[src/rtl/core/itsamp_pkg.sv]
// Shared constants, codes and types of the table inverse-transform sampler.
package itsamp_pkg;

   localparam int TABLE_DEPTH = 1024;
   localparam int ADDR_W      = $clog2(TABLE_DEPTH);
   localparam int COUNT_W     = $clog2(TABLE_DEPTH + 1);

   localparam int CMD_W    = 2;
   localparam int ENTRY_W  = 17;
   localparam int DRAW_W   = 16;
   localparam int STEP_W   = 32;
   localparam int TIME_W   = 42;
   localparam int STATUS_W = 2;

   localparam int PROD_W    = ENTRY_W + STEP_W;
   localparam int QUO_W     = PROD_W + (PROD_W % 2);
   localparam int DIV_STEPS = QUO_W / 2;
   localparam int DCNT_W    = $clog2(DIV_STEPS);
   localparam int SUM_W     = PROD_W + 1;

   localparam logic [ENTRY_W-1:0] ENTRY_ONE = ENTRY_W'(65536);
   localparam logic [TIME_W-1:0]  TIME_MAX  = '1;

   localparam int CSR_ADDR_W = 3;
   localparam int CSR_DATA_W = 32;
   localparam int CSR_IDX_W  = CSR_ADDR_W - 2;
   localparam logic [CSR_IDX_W-1:0] CSR_STEP_SIZE = CSR_IDX_W'(0);
   localparam logic [STEP_W-1:0]    STEP_RESET    = STEP_W'(65536);

   typedef enum logic [CMD_W-1:0] {
      CMD_RESTART = 2'd0,
      CMD_APPEND  = 2'd1,
      CMD_SAMPLE  = 2'd2
   } cmd_type;

   typedef enum logic [STATUS_W-1:0] {
      STATUS_OK         = 2'd0,
      STATUS_NOT_DECR   = 2'd1,
      STATUS_FULL       = 2'd2,
      STATUS_BAD_TABLE  = 2'd3
   } status_type;

   typedef enum logic [3:0] {
      S_IDLE,
      S_FIRST,
      S_LAST,
      S_SRCH,
      S_INTERP,
      S_BASE,
      S_DSTART,
      S_DIV,
      S_SUM,
      S_CLAMP,
      S_RESP
   } state_type;

   typedef enum logic [1:0] {
      ARITH_NOP,
      ARITH_MUL,
      ARITH_DIV_START,
      ARITH_DIV_STEP
   } arith_op_type;

   typedef struct packed {
      arith_op_type       op;
      logic [ENTRY_W-1:0] mul_a;
      logic [ENTRY_W-1:0] divisor;
   } arith_cmd_type;

   typedef struct packed {
      logic [PROD_W-1:0] prod;
      logic [QUO_W-1:0]  quo;
   } arith_res_type;

   typedef struct packed {
      logic               wr_en;
      logic [ADDR_W-1:0]  wr_addr;
      logic [ENTRY_W-1:0] wr_data;
      logic [ADDR_W-1:0]  rd_addr;
   } mem_req_type;

   function automatic logic [TIME_W-1:0] clamp_time(input logic [SUM_W-1:0] x);
      if (x > SUM_W'(TIME_MAX)) begin
         return TIME_MAX;
      end
      return x[TIME_W-1:0];
   endfunction

endpackage

[src/rtl/core/itsamp_arith.sv]
// Shared arithmetic unit: registered multiplier and two-bit-per-cycle divider.
module itsamp_arith (
   input  logic                          clock,
   input  logic [itsamp_pkg::STEP_W-1:0] step_size,
   input  itsamp_pkg::arith_cmd_type     cmd,
   output itsamp_pkg::arith_res_type     res
);
   import itsamp_pkg::*;

   logic [PROD_W-1:0]  prod_ff, prod_in;
   logic [QUO_W-1:0]   quo_ff, quo_in;
   logic [ENTRY_W-1:0] rem_ff, rem_in;
   logic [ENTRY_W-1:0] div_ff, div_in;

   logic [ENTRY_W:0]   trial1, trial2;
   logic [ENTRY_W-1:0] rem1;
   logic [QUO_W-1:0]   quo1;

   always_comb begin
      prod_in = prod_ff;
      quo_in  = quo_ff;
      rem_in  = rem_ff;
      div_in  = div_ff;
      trial1  = {rem_ff, quo_ff[QUO_W-1]};
      quo1    = {quo_ff[QUO_W-2:0], 1'b0};
      rem1    = trial1[ENTRY_W-1:0];
      if (trial1 >= {1'b0, div_ff}) begin
         rem1    = ENTRY_W'(trial1 - {1'b0, div_ff});
         quo1[0] = 1'b1;
      end
      trial2 = {rem1, quo1[QUO_W-1]};
      unique case (cmd.op)
         ARITH_NOP: begin
         end
         ARITH_MUL: begin
            prod_in = PROD_W'(cmd.mul_a) * PROD_W'(step_size);
         end
         ARITH_DIV_START: begin
            quo_in = QUO_W'(prod_ff);
            rem_in = '0;
            div_in = cmd.divisor;
         end
         ARITH_DIV_STEP: begin
            quo_in = {quo1[QUO_W-2:0], 1'b0};
            rem_in = trial2[ENTRY_W-1:0];
            if (trial2 >= {1'b0, div_ff}) begin
               rem_in    = ENTRY_W'(trial2 - {1'b0, div_ff});
               quo_in[0] = 1'b1;
            end
         end
         default: begin
         end
      endcase
   end

   always_ff @(posedge clock) begin
      prod_ff <= prod_in;
      quo_ff  <= quo_in;
      rem_ff  <= rem_in;
      div_ff  <= div_in;
   end

   assign res.prod = prod_ff;
   assign res.quo  = quo_ff;
endmodule

[config.mk]
export PLATFORM = sky130hd
export DESIGN_NAME = itsamp_arith
export DESIGN_NICKNAME = d
export VERILOG_FILES = /design/src/rtl/core/itsamp_pkg.sv /design/src/rtl/core/itsamp_arith.sv
export SDC_FILE = /design/constraint.sdc
export NUM_CORES = 2
export LEC_CHECK = 0
export BUFFER_PORTS_ARGS = -buffer_cell sky130_fd_sc_hd__buf_2
export CAP_MARGIN = 25
export CORE_UTILIZATION = 48
export CTS_BUF_LIST = sky130_fd_sc_hd__clkbuf_4 sky130_fd_sc_hd__clkbuf_8
export DETAILED_ROUTE_END_ITERATION = 7
export PLACE_DENSITY = 0.63
export SYNTH_ARGS = -nofsm -noshare
export SYNTH_HDL_FRONTEND = slang
export SYNTH_SLANG_ARGS = --single-unit
[constraint.sdc]
create_clock -name clock -period 6.9 [get_ports clock]
set_input_delay 0.345 -clock clock [delete_from_list [all_inputs] [get_ports clock]]
set_output_delay 0.345 -clock clock [all_outputs]
set_load 0.05 [all_outputs]
==> summary.md <==
| Metric | Value |
|---|---|
| Status | `finished, final reports clean` |
| Mux cell area share after synthesis | `0.0286` |
| Simple-gate share of the synthesized area | `0.152` |
| Residual DRC | `0` |
| Cells after synthesis | `between 2,000 and 3,000` |
| Clock root cell | `clkbuf_8` |
| HPWL after DPL | `49.5 mm` |
| Drt wl/cell | `around 18 um` |
| Worst min path class | `primary input to flop` |
| Gr ovfl total | `0` |
| CP max stage delay | `0.54 ns` |
| Clock slew at reported path FFs | `0.08 ns` |
| Global-route wire length before repair | `approximately 100 mm` |
| RePlAce Congestion | `about 0.88` |
| Final Max Tran Viols | `0` |
| Num ports | `between 150 and 200` |
| Slowest cell on crit path | `fa_1` |
| CP Cell Sequence | `buf_2 > buf_4 > nand2_1 > fa_1 > fa_1 > fa_1 > inv_1 > fa_1 > fa_1 > inv_1 > fa_1 > inv_1 > ha_1 > nand2_1 > o211ai_1 > a22oi_1 > or3b_1 > o21ai_0 > o211ai_1 > a21oi_1 > and3_1 > o22ai_1` |
| Prevailing post-synth register cell | `edfxtp_1` |
| Dpl cells | `3,277` |
| Die ar. | `just over 0.05 mm2` |
| Clock skew | `between 0.01 and 0.015 ns` |
| Core area | `between 0.04 and 0.05 mm2` |
| Synth Area in Compound Gates | `0.0672` |
| Fin nets | `between 3,000 and 4,000` |
| Synth cell types | `71` |
| CTS resizes | `0` |
| Max Freq | `roughly 160 MHz` |
| Period utilization | `0.923` |
| Setup ws final | `about 0.53 ns` |
| Synthesis-stage register bit count | `approximately 130` |
| Initial DRT Pass Iterations | `6` |
| Largest family of logic cells by synthesized area | `adder cells` |
| Actual slew at the worst max-slew pin | `just under 1 ns` |
| Worst slack, placed | `about 0.071 ns` |
| Setup Fix Bufs, Post-CTS | `0` |
| Max-Cap Viols | `0` |
| Syn Area/Cell | `between 9 and 10 um2` |
| Final setup viols | `0` |
| FF+latch area | `~0.0040 mm2` |
| First DRT Iteration DRCs | `1,244` |
| Xor/xnor share of the synthesized area | `0.0216` |
| Final WL | `60.2 mm` |
| Synth async-reset ratio | `0` |
| Vias | `17,432` |
| Area Growth Syn to Fin | `8.67%` |
| Crit. End Element | `flop` |
| Vias per cell | `roughly 5.3` |
| Worst setup SP type | `primary input` |
| Die W | `225 um` |
| Total Negative Setup Slacks | `0 ns` |
| Layout cells sized above 1 | `0.119` |
| Mapped Nets | `3,183` |
| Finished Layout Cells | `3,310` |
| CP max FO | `17` |
| Critical Path RT | `7.09 ns` |
| Synth Warn # | `0` |
| CTS tree | `built` |
| Num CTS Buffers | `17` |
| Sequential-to-total area share from yosys stat | `0.167` |
| Mapped Area | `roughly 0.024 mm2` |
| CTS sink cnt | `roughly 130` |
| RSZ-0062 raised after global routing | `no` |
| Final Hold Vio Count | `0` |
| Total GRT Usage | `0.249` |
| Vias in the first global route | `around 19,000` |
| Synth Area in Adders | `0.460` |
| Row cnt | `81` |
| Max Root-Sink Buffers | `2` |
| Largest net degree at the start of global routing | `between 70 and 80` |
| Initial antenna violation count | `4` |
| Period minus WS final | `6.37 ns` |
| Arrival time worst endpoint | `about 6.6 ns` |
| # H-tree levels | `4` |
| Fin util | `0.529` |
| Area of the multi-input gates | `approximately 0.017 mm2` |
| Antenna-violating nets left | `0` |
| Crit path kind | `primary input to flop` |
| Fillers | `roughly 4,500` |
| Clock insertion delay at the later pin of the skew report | `approximately 0.45 ns` |
| Post-synth EDFFs | `133` |
| Initial Utilization | `0.487` |
| CTS Hold Buffers Added | `0` |
| Die Y | `225 um` |
| PortBufs | `~170` |
| Max_slew headroom | `0.341` |
| Most numerous cell on the critical path | `fa_1` |
## placed cells by master (no fill, tap or decap), drive strengths merged, types with 5 or more instances in the layout
master / netlist / final
inv: 546 / 548
nand2: 383 / 383
xor2: 19 / 19
buf: 10 / 211
or3: 6 / 6
o211ai: 11 / 11
and3: 6 / 6
bufinv: 0 / 5
nand3: 8 / 8
mux2: 50 / 50
a21o: 20 / 20
o21bai: 11 / 11
and2: 220 / 220
nor3: 18 / 18
edfxtp: 133 / 133
o21ai: 57 / 57
xnor2: 40 / 40
nor2: 59 / 59
fa: 451 / 451
clkbuf: 94 / 17
nand2b: 8 / 8
nor2b: 15 / 15
ha: 157 / 157
a31oi: 7 / 7
o21a: 20 / 20
o41ai: 5 / 5
nand4: 19 / 19
a21oi: 61 / 61
mux2i: 12 / 12
o31ai: 7 / 7
a211oi: 13 / 13
## cell usage after synthesis (6+ instances only)
library cell    n  share of area
and3_1          6         0.0016
a31oi_1         7         0.0018
o21a_1         20         0.0063
a21oi_1        59          0.012
ha_1          157          0.082
nand3_1         8         0.0017
nor2_1         59         0.0093
clkbuf_1       93          0.015
nand2_1       383          0.060
o211ai_1       10         0.0031
nor2b_1        13         0.0034
o21ai_0        50          0.010
a21o_1         20         0.0063
o21bai_1       11         0.0035
edfxtp_1      133           0.17
buf_2           7         0.0015
mux2_2         50          0.024
mux2i_1        12         0.0050
xnor2_1        40          0.015
nand4_1        19         0.0050
fa_1          451           0.38
and2_1        220          0.058
a211oi_1       11         0.0035
nand2b_1        8         0.0021
inv_1         546          0.086
xor2_1         19         0.0070
nor3_1         18         0.0038
## registers in the layout, summed over array words and instances (netlist names)
name and count:
div_ff 17, prod_ff 49, quo_ff 50, rem_ff 17
## worst paths after layout
check,from,end,slack (ns),depth (start not counted)
max,cmd[19],prod_ff[48]$_DFFE_PN_,0.53,22
min,cmd[9],div_ff[9]$_DFFE_PP_,0.06,1
max reg2reg,quo_ff[49]$_SDFFCE_PN0P_,rem_ff[2]$_SDFFCE_PN0P_,0.77,22
min reg2reg,prod_ff[1]$_DFFE_PN_,quo_ff[1]$_DFFE_PP_,0.57,2
## stage by stage
step / area, um2 / hold WS (ns)
floorplan: 23900 / 0.444
global placement: 25500 / 0.524
detailed placement: 25500 / 0.523
CTS: 26000 / 0.0250
global route: 26000 / 0.0298
finish: 26000 / 0.0632
## critical path, delay by kind of cell
kind / cells / cell delay (ns)
fa+ha+maj: 7 / 3.43
compound gates: 6 / 1.22
buf+inv: 5 / 0.77
simple gates: 4 / 0.80
## area by class of cell
type                    count  share of cell area
clock inverters            15             0.00882
inverters                 546              0.0789
well taps                 664              0.0320
flip-flops and latches    133               0.154
clock buffers              17             0.00901
multi-input cells        1723               0.672
repair buffers            211              0.0457
diodes                      1           0.0000964
## cells by family after synthesis
family	after synthesis
xor+xnor	59
flops	133
compound gates	237
fa+ha+maj	608
mux	62
simple gates	757
buf+inv	650
## routing by layer
layer	global-route usage	wire [um]	share of wire
met1	0.355	27500	0.46
met3	0.0407	4230	0.070
met4	0.0522	960	0.016
met2	0.400	27500	0.46
met5	0	29	0.00048
Power is left out: the tool's default activity adds up to more than one toggle a clock period on the data nets, which glitch-free logic cannot reach.
