**config.mk**
```make
export PLATFORM = sky130hd
export DESIGN_NAME = itsamp_ctrl_flat
export DESIGN_NICKNAME = d
export VERILOG_FILES = /design/src/rtl/core/itsamp_pkg.sv /design/src/rtl/core/itsamp_req_if.sv /design/src/rtl/core/itsamp_rsp_if.sv /design/src/rtl/core/itsamp_ctrl.sv /design/src/flat_wrapper.sv
export SDC_FILE = /design/constraint.sdc
export NUM_CORES = 1
export LEC_CHECK = 0
export ABC_AREA = 1
export BUFFER_PORTS_ARGS = -buffer_cell sky130_fd_sc_hd__buf_2
export CORE_ASPECT_RATIO = 2
export CORE_MARGIN = 2
export CORE_UTILIZATION = 60
export DETAILED_ROUTE_END_ITERATION = 8
export PLACE_DENSITY = 0.84
export SYNTH_ARGS = -nofsm -noshare
export SYNTH_HDL_FRONTEND = slang
export SYNTH_SLANG_ARGS = --single-unit
```
**constraint.sdc**
```tcl
create_clock -name clock -period 11.69 [get_ports clock]
set_input_delay 2.338 -clock clock [delete_from_list [all_inputs] [get_ports clock]]
set_output_delay 2.338 -clock clock [all_outputs]
set_load 0.02 [all_outputs]
```
**src/rtl/core/itsamp_pkg.sv**
```systemverilog
// Shared constants, codes and types of the table inverse-transform sampler.
package itsamp_pkg;

   localparam int TABLE_DEPTH = 1024;
   localparam int ADDR_W      = $clog2(TABLE_DEPTH);
   localparam int COUNT_W     = $clog2(TABLE_DEPTH + 1);

   localparam int CMD_W    = 2;
   localparam int ENTRY_W  = 17;
   localparam int DRAW_W   = 16;
   localparam int STEP_W   = 32;
   localparam int TIME_W   = 42;
   localparam int STATUS_W = 2;

   localparam int PROD_W    = ENTRY_W + STEP_W;
   localparam int QUO_W     = PROD_W + (PROD_W % 2);
   localparam int DIV_STEPS = QUO_W / 2;
   localparam int DCNT_W    = $clog2(DIV_STEPS);
   localparam int SUM_W     = PROD_W + 1;

   localparam logic [ENTRY_W-1:0] ENTRY_ONE = ENTRY_W'(65536);
   localparam logic [TIME_W-1:0]  TIME_MAX  = '1;

   localparam int CSR_ADDR_W = 3;
   localparam int CSR_DATA_W = 32;
   localparam int CSR_IDX_W  = CSR_ADDR_W - 2;
   localparam logic [CSR_IDX_W-1:0] CSR_STEP_SIZE = CSR_IDX_W'(0);
   localparam logic [STEP_W-1:0]    STEP_RESET    = STEP_W'(65536);

   typedef enum logic [CMD_W-1:0] {
      CMD_RESTART = 2'd0,
      CMD_APPEND  = 2'd1,
      CMD_SAMPLE  = 2'd2
   } cmd_type;

   typedef enum logic [STATUS_W-1:0] {
      STATUS_OK         = 2'd0,
      STATUS_NOT_DECR   = 2'd1,
      STATUS_FULL       = 2'd2,
      STATUS_BAD_TABLE  = 2'd3
   } status_type;

   typedef enum logic [3:0] {
      S_IDLE,
      S_FIRST,
      S_LAST,
      S_SRCH,
      S_INTERP,
      S_BASE,
      S_DSTART,
      S_DIV,
      S_SUM,
      S_CLAMP,
      S_RESP
   } state_type;

   typedef enum logic [1:0] {
      ARITH_NOP,
      ARITH_MUL,
      ARITH_DIV_START,
      ARITH_DIV_STEP
   } arith_op_type;

   typedef struct packed {
      arith_op_type       op;
      logic [ENTRY_W-1:0] mul_a;
      logic [ENTRY_W-1:0] divisor;
   } arith_cmd_type;

   typedef struct packed {
      logic [PROD_W-1:0] prod;
      logic [QUO_W-1:0]  quo;
   } arith_res_type;

   typedef struct packed {
      logic               wr_en;
      logic [ADDR_W-1:0]  wr_addr;
      logic [ENTRY_W-1:0] wr_data;
      logic [ADDR_W-1:0]  rd_addr;
   } mem_req_type;

   function automatic logic [TIME_W-1:0] clamp_time(input logic [SUM_W-1:0] x);
      if (x > SUM_W'(TIME_MAX)) begin
         return TIME_MAX;
      end
      return x[TIME_W-1:0];
   endfunction

endpackage

```
**src/rtl/core/itsamp_req_if.sv**
```systemverilog
// Request channel: command, table entry and uniform draw with valid/ready.
interface itsamp_req_if;
   import itsamp_pkg::*;

   logic                valid;
   logic                ready;
   logic [CMD_W-1:0]    cmd;
   logic [ENTRY_W-1:0]  entry_value;
   logic [DRAW_W-1:0]   uniform_draw;

   modport source (output valid, cmd, entry_value, uniform_draw, input ready);
   modport sink   (input valid, cmd, entry_value, uniform_draw, output ready);
endinterface

```
**src/rtl/core/itsamp_rsp_if.sv**
```systemverilog
// Response channel: sampled time and status with valid/ready.
interface itsamp_rsp_if;
   import itsamp_pkg::*;

   logic                valid;
   logic                ready;
   logic [TIME_W-1:0]   sample_time;
   logic [STATUS_W-1:0] status;

   modport source (output valid, sample_time, status, input ready);
   modport sink   (input valid, sample_time, status, output ready);
endinterface

```
**src/rtl/core/itsamp_ctrl.sv**
```systemverilog
// Sequencer: table bookkeeping, binary search, interpolation control, response register.
module itsamp_ctrl (
   input  logic                           clock,
   input  logic                           reset,
   itsamp_req_if.sink                     req_chan,
   itsamp_rsp_if.source                   rsp_chan,
   output itsamp_pkg::mem_req_type        mem_req,
   input  logic [itsamp_pkg::ENTRY_W-1:0] rd_data,
   output itsamp_pkg::arith_cmd_type      arith_cmd,
   input  itsamp_pkg::arith_res_type      arith_res
);
   import itsamp_pkg::*;

   function automatic logic [ADDR_W-1:0] mid_of(input logic [ADDR_W-1:0] h,
                                                input logic [ADDR_W-1:0] t);
      logic [ADDR_W:0] s;
      s = {1'b0, h} + {1'b0, t};
      return s[ADDR_W:1];
   endfunction

   function automatic logic adjacent(input logic [ADDR_W-1:0] h,
                                     input logic [ADDR_W-1:0] t);
      return ({1'b0, h} + (ADDR_W+1)'(1)) == {1'b0, t};
   endfunction

   state_type           state_ff, state_in;
   logic [COUNT_W-1:0]  n_ff, n_in;
   logic                bad_ff, bad_in;
   logic [ENTRY_W-1:0]  last_ff, last_in;
   logic [ADDR_W-1:0]   head_ff, head_in;
   logic [ADDR_W-1:0]   tail_ff, tail_in;
   logic [ADDR_W-1:0]   mid_ff, mid_in;
   logic [ENTRY_W-1:0]  sh_ff, sh_in;
   logic [ENTRY_W-1:0]  st_ff, st_in;
   logic [DRAW_W-1:0]   p_ff, p_in;
   logic [PROD_W-1:0]   base_ff, base_in;
   logic [DCNT_W-1:0]   cnt_ff, cnt_in;
   logic [TIME_W-1:0]   res_time_ff, res_time_in;
   status_type          res_status_ff, res_status_in;
   logic                rsp_valid_ff, rsp_valid_in;
   logic [TIME_W-1:0]   rsp_time_ff, rsp_time_in;
   status_type          rsp_status_ff, rsp_status_in;

   logic [ENTRY_W-1:0]  val_sat;
   logic [ENTRY_W-1:0]  p_ext;
   logic [COUNT_W-1:0]  last_idx;
   logic [ADDR_W-1:0]   mid_next;
   logic [SUM_W-1:0]    sum;

   assign val_sat  = (req_chan.entry_value > ENTRY_ONE) ? ENTRY_ONE : req_chan.entry_value;
   assign p_ext    = {1'b0, p_ff};
   assign last_idx = n_ff - COUNT_W'(1);
   assign sum      = {1'b0, base_ff} + SUM_W'(arith_res.quo);

   always_comb begin
      state_in      = state_ff;
      n_in          = n_ff;
      bad_in        = bad_ff;
      last_in       = last_ff;
      head_in       = head_ff;
      tail_in       = tail_ff;
      mid_in        = mid_ff;
      sh_in         = sh_ff;
      st_in         = st_ff;
      p_in          = p_ff;
      base_in       = base_ff;
      cnt_in        = cnt_ff;
      res_time_in   = res_time_ff;
      res_status_in = res_status_ff;
      rsp_valid_in  = rsp_valid_ff;
      rsp_time_in   = rsp_time_ff;
      rsp_status_in = rsp_status_ff;
      mid_next      = '0;
      mem_req       = '0;
      arith_cmd     = '{op: ARITH_NOP, mul_a: '0, divisor: '0};
      req_chan.ready = 1'b0;

      if (rsp_chan.ready) begin
         rsp_valid_in = 1'b0;
      end

      unique case (state_ff)
         S_IDLE: begin
            req_chan.ready = 1'b1;
            if (req_chan.valid) begin
               res_time_in   = '0;
               res_status_in = STATUS_OK;
               p_in          = req_chan.uniform_draw;
               state_in      = S_RESP;
               case (req_chan.cmd)
                  CMD_RESTART: begin
                     mem_req.wr_en   = 1'b1;
                     mem_req.wr_addr = '0;
                     mem_req.wr_data = val_sat;
                     n_in            = COUNT_W'(1);
                     bad_in          = 1'b0;
                     last_in         = val_sat;
                  end
                  CMD_APPEND: begin
                     if (n_ff >= COUNT_W'(TABLE_DEPTH)) begin
                        res_status_in = STATUS_FULL;
                     end else begin
                        if (n_ff != '0 && val_sat > last_ff) begin
                           bad_in        = 1'b1;
                           res_status_in = STATUS_NOT_DECR;
                        end
                        mem_req.wr_en   = 1'b1;
                        mem_req.wr_addr = n_ff[ADDR_W-1:0];
                        mem_req.wr_data = val_sat;
                        n_in            = n_ff + COUNT_W'(1);
                        last_in         = val_sat;
                     end
                  end
                  CMD_SAMPLE: begin
                     if (bad_ff || n_ff < COUNT_W'(2)) begin
                        res_status_in = STATUS_BAD_TABLE;
                     end else begin
                        mem_req.rd_addr = '0;
                        state_in        = S_FIRST;
                     end
                  end
                  default: begin
                  end
               endcase
            end
         end
         S_FIRST: begin
            sh_in = rd_data;
            if (p_ext > rd_data) begin
               state_in = S_RESP;
            end else begin
               mem_req.rd_addr = last_idx[ADDR_W-1:0];
               state_in        = S_LAST;
            end
         end
         S_LAST: begin
            st_in   = rd_data;
            head_in = '0;
            tail_in = last_idx[ADDR_W-1:0];
            if (p_ext < rd_data) begin
               arith_cmd.op    = ARITH_MUL;
               arith_cmd.mul_a = ENTRY_W'(n_ff);
               state_in        = S_CLAMP;
            end else if (adjacent(head_in, tail_in)) begin
               state_in = S_INTERP;
            end else begin
               mid_next        = mid_of(head_in, tail_in);
               mid_in          = mid_next;
               mem_req.rd_addr = mid_next;
               state_in        = S_SRCH;
            end
         end
         S_SRCH: begin
            if (p_ext < rd_data) begin
               head_in = mid_ff;
               sh_in   = rd_data;
            end else begin
               tail_in = mid_ff;
               st_in   = rd_data;
            end
            if (adjacent(head_in, tail_in)) begin
               state_in = S_INTERP;
            end else begin
               mid_next        = mid_of(head_in, tail_in);
               mid_in          = mid_next;
               mem_req.rd_addr = mid_next;
            end
         end
         S_INTERP: begin
            arith_cmd.op = ARITH_MUL;
            if (sh_ff <= st_ff) begin
               arith_cmd.mul_a = ENTRY_W'(tail_ff);
               state_in        = S_CLAMP;
            end else begin
               arith_cmd.mul_a = ENTRY_W'(head_ff);
               state_in        = S_BASE;
            end
         end
         S_BASE: begin
            base_in         = arith_res.prod;
            arith_cmd.op    = ARITH_MUL;
            arith_cmd.mul_a = sh_ff - p_ext;
            state_in        = S_DSTART;
         end
         S_DSTART: begin
            arith_cmd.op      = ARITH_DIV_START;
            arith_cmd.divisor = sh_ff - st_ff;
            cnt_in            = '0;
            state_in          = S_DIV;
         end
         S_DIV: begin
            arith_cmd.op = ARITH_DIV_STEP;
            cnt_in       = cnt_ff + DCNT_W'(1);
            if (cnt_ff == DCNT_W'(DIV_STEPS - 1)) begin
               state_in = S_SUM;
            end
         end
         S_SUM: begin
            res_time_in = clamp_time(sum);
            state_in    = S_RESP;
         end
         S_CLAMP: begin
            res_time_in = clamp_time({1'b0, arith_res.prod});
            state_in    = S_RESP;
         end
         S_RESP: begin
            if (!rsp_valid_ff || rsp_chan.ready) begin
               rsp_valid_in  = 1'b1;
               rsp_time_in   = res_time_ff;
               rsp_status_in = res_status_ff;
               state_in      = S_IDLE;
            end
         end
         default: begin
            state_in = S_IDLE;
         end
      endcase
   end

   always_ff @(posedge clock) begin
      if (reset) begin
         state_ff     <= S_IDLE;
         n_ff         <= '0;
         bad_ff       <= 1'b0;
         rsp_valid_ff <= 1'b0;
      end else begin
         state_ff     <= state_in;
         n_ff         <= n_in;
         bad_ff       <= bad_in;
         rsp_valid_ff <= rsp_valid_in;
      end
   end

   always_ff @(posedge clock) begin
      last_ff       <= last_in;
      head_ff       <= head_in;
      tail_ff       <= tail_in;
      mid_ff        <= mid_in;
      sh_ff         <= sh_in;
      st_ff         <= st_in;
      p_ff          <= p_in;
      base_ff       <= base_in;
      cnt_ff        <= cnt_in;
      res_time_ff   <= res_time_in;
      res_status_ff <= res_status_in;
      rsp_time_ff   <= rsp_time_in;
      rsp_status_ff <= rsp_status_in;
   end

   assign rsp_chan.valid       = rsp_valid_ff;
   assign rsp_chan.sample_time = rsp_time_ff;
   assign rsp_chan.status      = rsp_status_ff;
endmodule

```
**src/flat_wrapper.sv**
```systemverilog
// flat-port wrapper written by rule: the top's interface ports become plain ports
module itsamp_ctrl_flat import itsamp_pkg::*;
  (clock, reset, mem_req, rd_data, arith_cmd, arith_res, req_chan_valid, req_chan_cmd, req_chan_entry_value, req_chan_uniform_draw, req_chan_ready, rsp_chan_valid, rsp_chan_sample_time, rsp_chan_status, rsp_chan_ready);
  itsamp_req_if req_chan_i ();
  itsamp_rsp_if rsp_chan_i ();
  input  logic clock;
  input  logic reset;
  output itsamp_pkg::mem_req_type mem_req;
  input  logic [itsamp_pkg::ENTRY_W-1:0] rd_data;
  output itsamp_pkg::arith_cmd_type arith_cmd;
  input  itsamp_pkg::arith_res_type arith_res;
  input wire logic [$bits(req_chan_i.valid)-1:0] req_chan_valid;
  input wire logic [$bits(req_chan_i.cmd)-1:0] req_chan_cmd;
  input wire logic [$bits(req_chan_i.entry_value)-1:0] req_chan_entry_value;
  input wire logic [$bits(req_chan_i.uniform_draw)-1:0] req_chan_uniform_draw;
  output wire logic [$bits(req_chan_i.ready)-1:0] req_chan_ready;
  output wire logic [$bits(rsp_chan_i.valid)-1:0] rsp_chan_valid;
  output wire logic [$bits(rsp_chan_i.sample_time)-1:0] rsp_chan_sample_time;
  output wire logic [$bits(rsp_chan_i.status)-1:0] rsp_chan_status;
  input wire logic [$bits(rsp_chan_i.ready)-1:0] rsp_chan_ready;
  assign req_chan_i.valid = req_chan_valid;
  assign req_chan_i.cmd = req_chan_cmd;
  assign req_chan_i.entry_value = req_chan_entry_value;
  assign req_chan_i.uniform_draw = req_chan_uniform_draw;
  assign req_chan_ready = req_chan_i.ready;
  assign rsp_chan_valid = rsp_chan_i.valid;
  assign rsp_chan_sample_time = rsp_chan_i.sample_time;
  assign rsp_chan_status = rsp_chan_i.status;
  assign rsp_chan_i.ready = rsp_chan_ready;
  itsamp_ctrl u_core (.clock(clock), .reset(reset), .req_chan(req_chan_i), .rsp_chan(rsp_chan_i), .mem_req(mem_req), .rd_data(rd_data), .arith_cmd(arith_cmd), .arith_res(arith_res));
endmodule
```
==> results of run 1 <==
## per-layer routing
metal	vias to the layer above	track usage	share of wire	wire length, um
met5	-	0	0.00019	11
met4	2	0.378	0.12	6800
met3	341	0.0493	0.058	3400
met2	917	0.700	0.52	30700
met1	7490	0.355	0.31	18000
li1	7587	-	-	-
## synth_stat cells, drive strengths merged (2+ instances only)
library cell,count,area (sq um)
inv,290,1090
nor3,40,205
xor2,42,368
buf,14,119
o21a,11,82.6
clkinv,2,7.51
dfxtp,17,340
o21bai,10,75.1
edfxtp,239,7180
nand4,14,87.6
ha,134,1680
o2111ai,4,35.0
xnor2,29,254
nand3,143,726
a31oi,6,37.5
o221ai,3,26.3
nor4,13,81.3
a21o,7,52.6
a221oi,4,35.0
a21oi,159,803
or2,6,37.5
nor2,210,821
and2,2,12.5
fa,4,80.1
a21boi,3,22.5
a2111oi,3,26.3
a311oi,2,17.5
a211oi,3,22.5
o211ai,2,15.0
o31ai,2,15.0
nand3b,5,37.5
clkbuf,29,110
o21ai,153,788
nand2,470,1810
## cell type report
class	count	area, sq um	share of cell area
Multi-Input combinational cell	1492	8350	0.424
Timing Repair Buffer	285	1450	0.0738
Sequential cell	256	7520	0.382
Clock buffer	29	641	0.0325
Antenna cell	5	12.5	0.000635
Tap cell	356	445	0.0226
Inverter	292	1100	0.0556
Clock inverter	14	180	0.00915
## worst max-delay path: cells and delay by family
| kind | cells | cell delay, ns |
|---|---|---|
| AOI/OAI and AO/OA | 2 | 0.22 |
| adders and majority gates | 2 | 0.64 |
| and+or+nand+nor | 14 | 2.06 |
| buffers and inverters | 7 | 0.77 |
## power by group
part	switching [W]	total [W]	internal (W)
clock	0.000364	0.000844	0.000480
combinational	0.00107	0.00152	0.000454
sequential	0.0000987	0.00141	0.00131
## worst min path at each step
stage                                     start                                         to  depth (start not counted)
5_1_grt        u_core.res_time_ff[38]$_DFFE_PP_  u_core.rsp_chan.sample_time[38]$_DFFE_PP_                          0
4_1_cts        u_core.res_time_ff[32]$_DFFE_PP_  u_core.rsp_chan.sample_time[32]$_DFFE_PP_                          0
6_report        u_core.res_time_ff[6]$_DFFE_PP_   u_core.rsp_chan.sample_time[6]$_DFFE_PP_                          0
2_1_floorplan   u_core.res_time_ff[0]$_DFFE_PP_   u_core.rsp_chan.sample_time[0]$_DFFE_PP_                          0
3_3_place_gp   u_core.res_time_ff[16]$_DFFE_PP_  u_core.rsp_chan.sample_time[16]$_DFFE_PP_                          0
3_5_place_dp    u_core.res_time_ff[0]$_DFFE_PP_   u_core.rsp_chan.sample_time[0]$_DFFE_PP_                          0
## cell families (layout without fill, tap and decap cells)
group | after synthesis | count (layout) | share of synthesized area
buffers and inverters | 335 | 620 | 0.0772
adders and majority gates | 138 | 138 | 0.102
xor gates and xnor gates | 71 | 71 | 0.0362
other | 0 | 5 | 0
and+or+nand+nor | 905 | 905 | 0.223
DFF | 256 | 256 | 0.438
AOI/OAI and AO/OA | 378 | 378 | 0.123
## state kept, by name (all words and copies together) (netlist names), 4 cells and up
| register | cells |
|---|---|
| u_core.rsp_chan.sample_time | 42 |
| u_core.cnt_ff | 5 |
| u_core.state_ff | 4 |
| u_core.sh_ff | 17 |
| u_core.mid_ff | 10 |
| u_core.tail_ff | 10 |
| u_core.st_ff | 17 |
| u_core.n_ff | 11 |
| u_core.res_time_ff | 42 |
| u_core.base_ff | 49 |
| u_core.head_ff | 10 |
| u_core.last_ff | 17 |
| u_core.p_ff | 16 |
## placed cells by master, fill, tap and decap left out, drive strengths merged, types with 4 or more instances in the layout
| cell | n |
|---|---|
| nand3b | 5 |
| clkbuf | 29 |
| nor3 | 40 |
| dfxtp | 17 |
| buf | 285 |
| edfxtp | 239 |
| nand3 | 143 |
| a221oi | 4 |
| xor2 | 42 |
| ha | 134 |
| o21ai | 153 |
| o2111ai | 4 |
| nand4 | 14 |
| o21a | 11 |
| diode | 5 |
| fa | 4 |
| nand2 | 470 |
| bufinv | 4 |
| inv | 291 |
| xnor2 | 29 |
| clkinv | 10 |
| a31oi | 6 |
| a21oi | 159 |
| o21bai | 10 |
| a21o | 7 |
| or2 | 6 |
| nor4 | 13 |
| nor2 | 210 |
## per-stage QoR
step	total power, W	setup slack, ns	hold WS, ns	area [sq um]	cells
detailed placement	0.00290	3.35	0.405	18900	2681
global route	0.00396	2.97	0.420	19700	2728
floorplan	0.00241	4.14	0.400	17200	2083
finish	0.00377	3.29	0.421	19700	2729
global placement	0.00286	3.42	0.400	18900	2681
CTS	0.00375	3.33	0.420	19700	2724
==> summary.txt, run 1 <==
Outcome
  • Status: complete, no violations

CTS
  • CTS H-tree depth: 1
  • Resized cells post-CTS: 0
  • CTS Buf Count: 24
  • Postcts setup bufs: 0
  • Buffer depth of the longest clock path: 3
  • CTS tree: done
  • Post-CTS Hold Buffers: 0
  • Clock Latency Late Sink: between 0.5 and 0.6 ns
  • TritonCTS sink count: between 200 and 300
  • Clock transition at path regs: 0.06 ns
  • Clock Tree Root: clkbuf_16

Floorplanning
  • Core Area: about 28000 sq um
  • Initial Utilization: 0.609
  • Cell row count: 87
  • Die X: ~120 um
  • I/O pin count: around 280
  • Die Y: 243 um
  • Die ar.: approximately 30000 sq um

Timing
  • RSZ-0062 raised after global routing: no
  • Worst Tran Pin Value: roughly 1.2 ns
  • Max-slew violations: 0
  • Final setup vio count: 0
  • Post-route minimum period: 8.40 ns
  • Clk_skew: approximately 0.015 ns
  • FMAX: about 120 MHz
  • Slew HR: 0.208
  • Hold violation total from the final report: 0
  • Period utilization: 0.718
  • TNS Setup: 0 ns

Worst setup path
  • Worst setup path endpoint: mem_req[8]
  • R2R depth: 16
  • Critical path launch point type: input port
  • R2r startpoint: u_core.base_ff[0]$_DFFE_PN_
  • CP Capture Type: primary output
  • Crit path max fanout: 35
  • RR Endpoint: u_core.res_time_ff[2]$_DFFE_PP_
  • Crit path DAT: approximately 6 ns
  • CP Launch Point: rd_data[12]
  • Max incr delay on CP: 0.40 ns
  • CP max-delay cell: nor4_1
  • Most used cell, CP: nand2_1
  • CP required: just over 9 ns
  • CP Class: in -> out
  • Reg2reg setup slack: slightly above 7 ns

Cells and area
  • Finished Core Util: 0.699
  • P&R area growth vs syn: 14.8%
  • Share of layout cells above drive strength 1: 0.154
  • Fill count: about 2300
  • Final #Nets: 2644

Synth
  • Ys Warns: 0
  • Syn_nets: 2376
  • EDFF count, synth: ~240
  • Asr flop ratio synth: 0
  • FF+latch count, synth: ~260
  • Avg Inst Size Synth: 8.24 sq um
  • Synth Flop Type: edfxtp_1
  • Post-Synthesis Cell Area: ~17000 sq um
  • Register area share after synthesis: 0.438
  • Distinct cells, synth: between 50 and 60
  • Syn Inst Count: about 2100

Placement
  • GPL Wtd Cong: 1.06
  • Detail Placement HPWL: about 46000 um
  • Port Buffers: between 200 and 300

GRT
  • GR Util All Layers: 0.389
  • Initial antenna violation count: 6
  • GRT overflow: 0
  • Vias in the first global route: around 17000
  • First-pass GRT wire length: just under 90000 um
  • Largest net degree at the start of global routing: 60

Power and ir drop
  • VDD IR-drop max: ~0.15 mV
  • Leak Pwr: approximately 9 nW
  • Power per standard cell area: ~190 nW/um^2

Route
  • Via density: ~6
  • TritonRoute pass-1 iters: 8
  • Final wirelength: 58900 um
  • Initial drt markers: approximately 1300
  • DRC viols: 0
  • Post-route ant nets: 0
  • Drt wl/cell: 21.6 um
  • Vias: roughly 16000

Run
  • Number of max-cap violations: 0

Min path
  • Worst min path class: reg -> reg
Note: power is estimated with default switching activity, not from simulation.
==> run 2, diff against run 1 <==
--- a/config.mk
+++ b/config.mk
@@ -9,9 +9,9 @@
 export BUFFER_PORTS_ARGS = -buffer_cell sky130_fd_sc_hd__buf_2
 export CORE_ASPECT_RATIO = 2
 export CORE_MARGIN = 2
-export CORE_UTILIZATION = 60
+export CORE_UTILIZATION = 52
 export DETAILED_ROUTE_END_ITERATION = 8
-export PLACE_DENSITY = 0.84
+export PLACE_DENSITY = 0.77
 export SYNTH_ARGS = -nofsm -noshare
 export SYNTH_HDL_FRONTEND = slang
 export SYNTH_SLANG_ARGS = --single-unit
==> constraint.sdc (replaced) <==
create_clock -name clock -period 7.4 [get_ports clock]
set_input_delay 1.48 -clock clock [delete_from_list [all_inputs] [get_ports clock]]
set_output_delay 1.48 -clock clock [all_outputs]
set_load 0.02 [all_outputs]
==> summary.txt, run 2 (same netlist as run 1, synthesis figures left out) <==
GRT
  • Largest net degree at the start of global routing: 60
  • Vias in the first global route: 16100
  • GR Util All Layers: 0.336
  • Initial antenna violation count: 2
  • First-pass GRT wire length: approximately 90000 um
  • GRT overflow: 0

CTS
  • Clock transition at path regs: around 0.060 ns
  • CTS H-tree depth: 1
  • Clock Latency Late Sink: ~0.56 ns
  • CTS tree: done
  • Buffer depth of the longest clock path: 3
  • Post-CTS Hold Buffers: 0
  • CTS Buf Count: 24
  • Clock Tree Root: clkbuf_16
  • TritonCTS sink count: 256
  • Postcts setup bufs: 0
  • Resized cells post-CTS: 0

Power and ir drop
  • Sequential share of power: 0.377
  • Power per standard cell area: 297 nW/um^2
  • Switching power total: 0.00240 W
  • Switching Share: 0.409
  • Clock group share of total power: 0.215
  • Logic gate share of total power: 0.408
  • VDD IR-drop max: roughly 0.27 mV
  • Leak Pwr: between 9 and 10 nW
  • Internal: about 0.0035 W

Min path
  • Worst hold endpoint: u_core.rsp_chan.sample_time[12]$_DFFE_PP_
  • Worst hold path depth: 0
  • Worst min path class: reg -> reg
  • Worst Hold Launch: u_core.res_time_ff[12]$_DFFE_PP_

Worst setup path
  • Max incr delay on CP: 0.40 ns
  • Critical path launch point type: input port
  • Crit path DAT: slightly above 5 ns
  • CP Capture Type: primary output
  • R2R depth: 22
  • RR Endpoint: u_core.mid_ff[5]$_DFFE_PP_
  • Reg2reg setup slack: between 3 and 4 ns
  • CP Class: in -> out
  • R2r startpoint: u_core.p_ff[12]$_DFFE_PP_
  • CP max-delay cell: fa_1
  • Most used cell, CP: nand2_1
  • Crit path max fanout: 35
  • CP required: 5.92 ns

Route
  • TritonRoute pass-1 iters: 6
  • Post-route ant nets: 0
  • DRC viols: 0
  • Vias: roughly 16000
  • Initial drt markers: between 800 and 900
  • Drt wl/cell: 21.1 um
  • Final wirelength: between 50000 and 60000 um
  • Via density: 5.60

Timing
  • Final WS setup: approximately 0.76 ns
  • Worst Tran Pin Value: roughly 1.2 ns
  • Period utilization: 0.898
  • Final setup vio count: 0
  • Hold violation total from the final report: 0
  • RSZ-0062 raised after global routing: no
  • FMAX: approximately 150 MHz
  • Max-slew violations: 0
  • TNS Setup: 0 ns
  • Slew HR: 0.219
  • Post-route minimum period: about 6.6 ns
  • Clk_skew: about 0.023 ns

Cells and area
  • Most common cell after layout, fill and taps aside: nand2_1
  • P&R area growth vs syn: 15.2%
  • Most frequent cells in the layout: nand2_1 (457), inv_1 (287), buf_2 (274), edfxtp_1 (239), nor2_1 (197)
  • Share of layout cells above drive strength 1: 0.158
  • Final #Nets: 2646
  • Fin cells: about 2800
  • Max reg flops: 49
  • Top reg by flops: u_core.base_ff
  • Fill count: 3024

Run
  • Number of max-cap violations: 0

Floorplanning
  • Initial Utilization: 0.525
  • Die X: between 100 and 150 um
  • Core Area: 32700 sq um
  • Die ar.: 34600 sq um
  • Cell row count: 94
  • I/O pin count: ~280
  • Die Y: approximately 260 um

Placement
  • GPL Wtd Cong: about 1.0
  • Place WS: just under 0.8 ns
  • Cells after DPL: between 2000 and 3000
  • Port Buffers: between 200 and 300
  • Detail Placement HPWL: between 40000 and 50000 um

Outcome
  • Status: complete, no violations
[run 2: cell type report]
class	count	area, sq um	share of cell area
Multi-Input combinational cell	1492	8350	0.422
Sequential cell	256	7520	0.380
Timing Repair Buffer	287	1470	0.0743
Inverter	292	1100	0.0554
Clock buffer	31	668	0.0338
Tap cell	432	541	0.0273
Clock inverter	13	126	0.00639
Antenna cell	2	5.00	0.000253
[run 2: through the flow]
| stage | power (W) | area [sq um] | hold slack, ns | util |
|---|---|---|---|---|
| after floorplan | 0.00381 | 17200 | 0.400 | - |
| after global placement | 0.00458 | 19000 | 0.401 | 0.580 |
| after detailed placement | 0.00461 | 19000 | 0.405 | 0.580 |
| after CTS | 0.00588 | 19800 | 0.419 | 0.605 |
| after global routing | 0.00621 | 19800 | 0.424 | 0.605 |
| final | 0.00587 | 19800 | 0.421 | 0.605 |
[run 2: worst max-delay path: cells and delay by family]
| family | cells | cell delay [ns] |
|---|---|---|
| AO/OA/AOI/OAI | 2 | 0.21 |
| adder cells (fa/ha/maj) | 3 | 0.95 |
| buffers and inverters | 6 | 0.65 |
| AND/OR/NAND/NOR | 18 | 1.87 |
[run 2: worst max path at each step]
stage	from	end	slack, ns	cells past startpoint
2_1_floorplan	rd_data[12]	mem_req[7]	1.57	29
3_3_place_gp	rd_data[14]	mem_req[9]	0.89	29
3_5_place_dp	rd_data[12]	mem_req[9]	0.79	29
4_1_cts	rd_data[12]	mem_req[9]	0.77	29
5_1_grt	rd_data[12]	mem_req[9]	0.35	31
6_report	rd_data[12]	mem_req[9]	0.76	29
[run 2: power by group through the flow]
stage,registers (W),logic (W),clock network (W)
CTS,0.00221,0.00239,0.00127
floorplan,0.00222,0.00159,0
detailed placement,0.00224,0.00237,0
finish,0.00221,0.00240,0.00126
global route,0.00223,0.00265,0.00133
global placement,0.00223,0.00236,0
[run 2: metal layers]
metal / GRT usage / share of wire / vias up
li1: - / - / 7566
met1: 0.297 / 0.31 / 7334
met2: 0.671 / 0.56 / 599
met3: 0.0328 / 0.038 / 211
met4: 0.269 / 0.090 / 0
met5: 0 / 0 / -
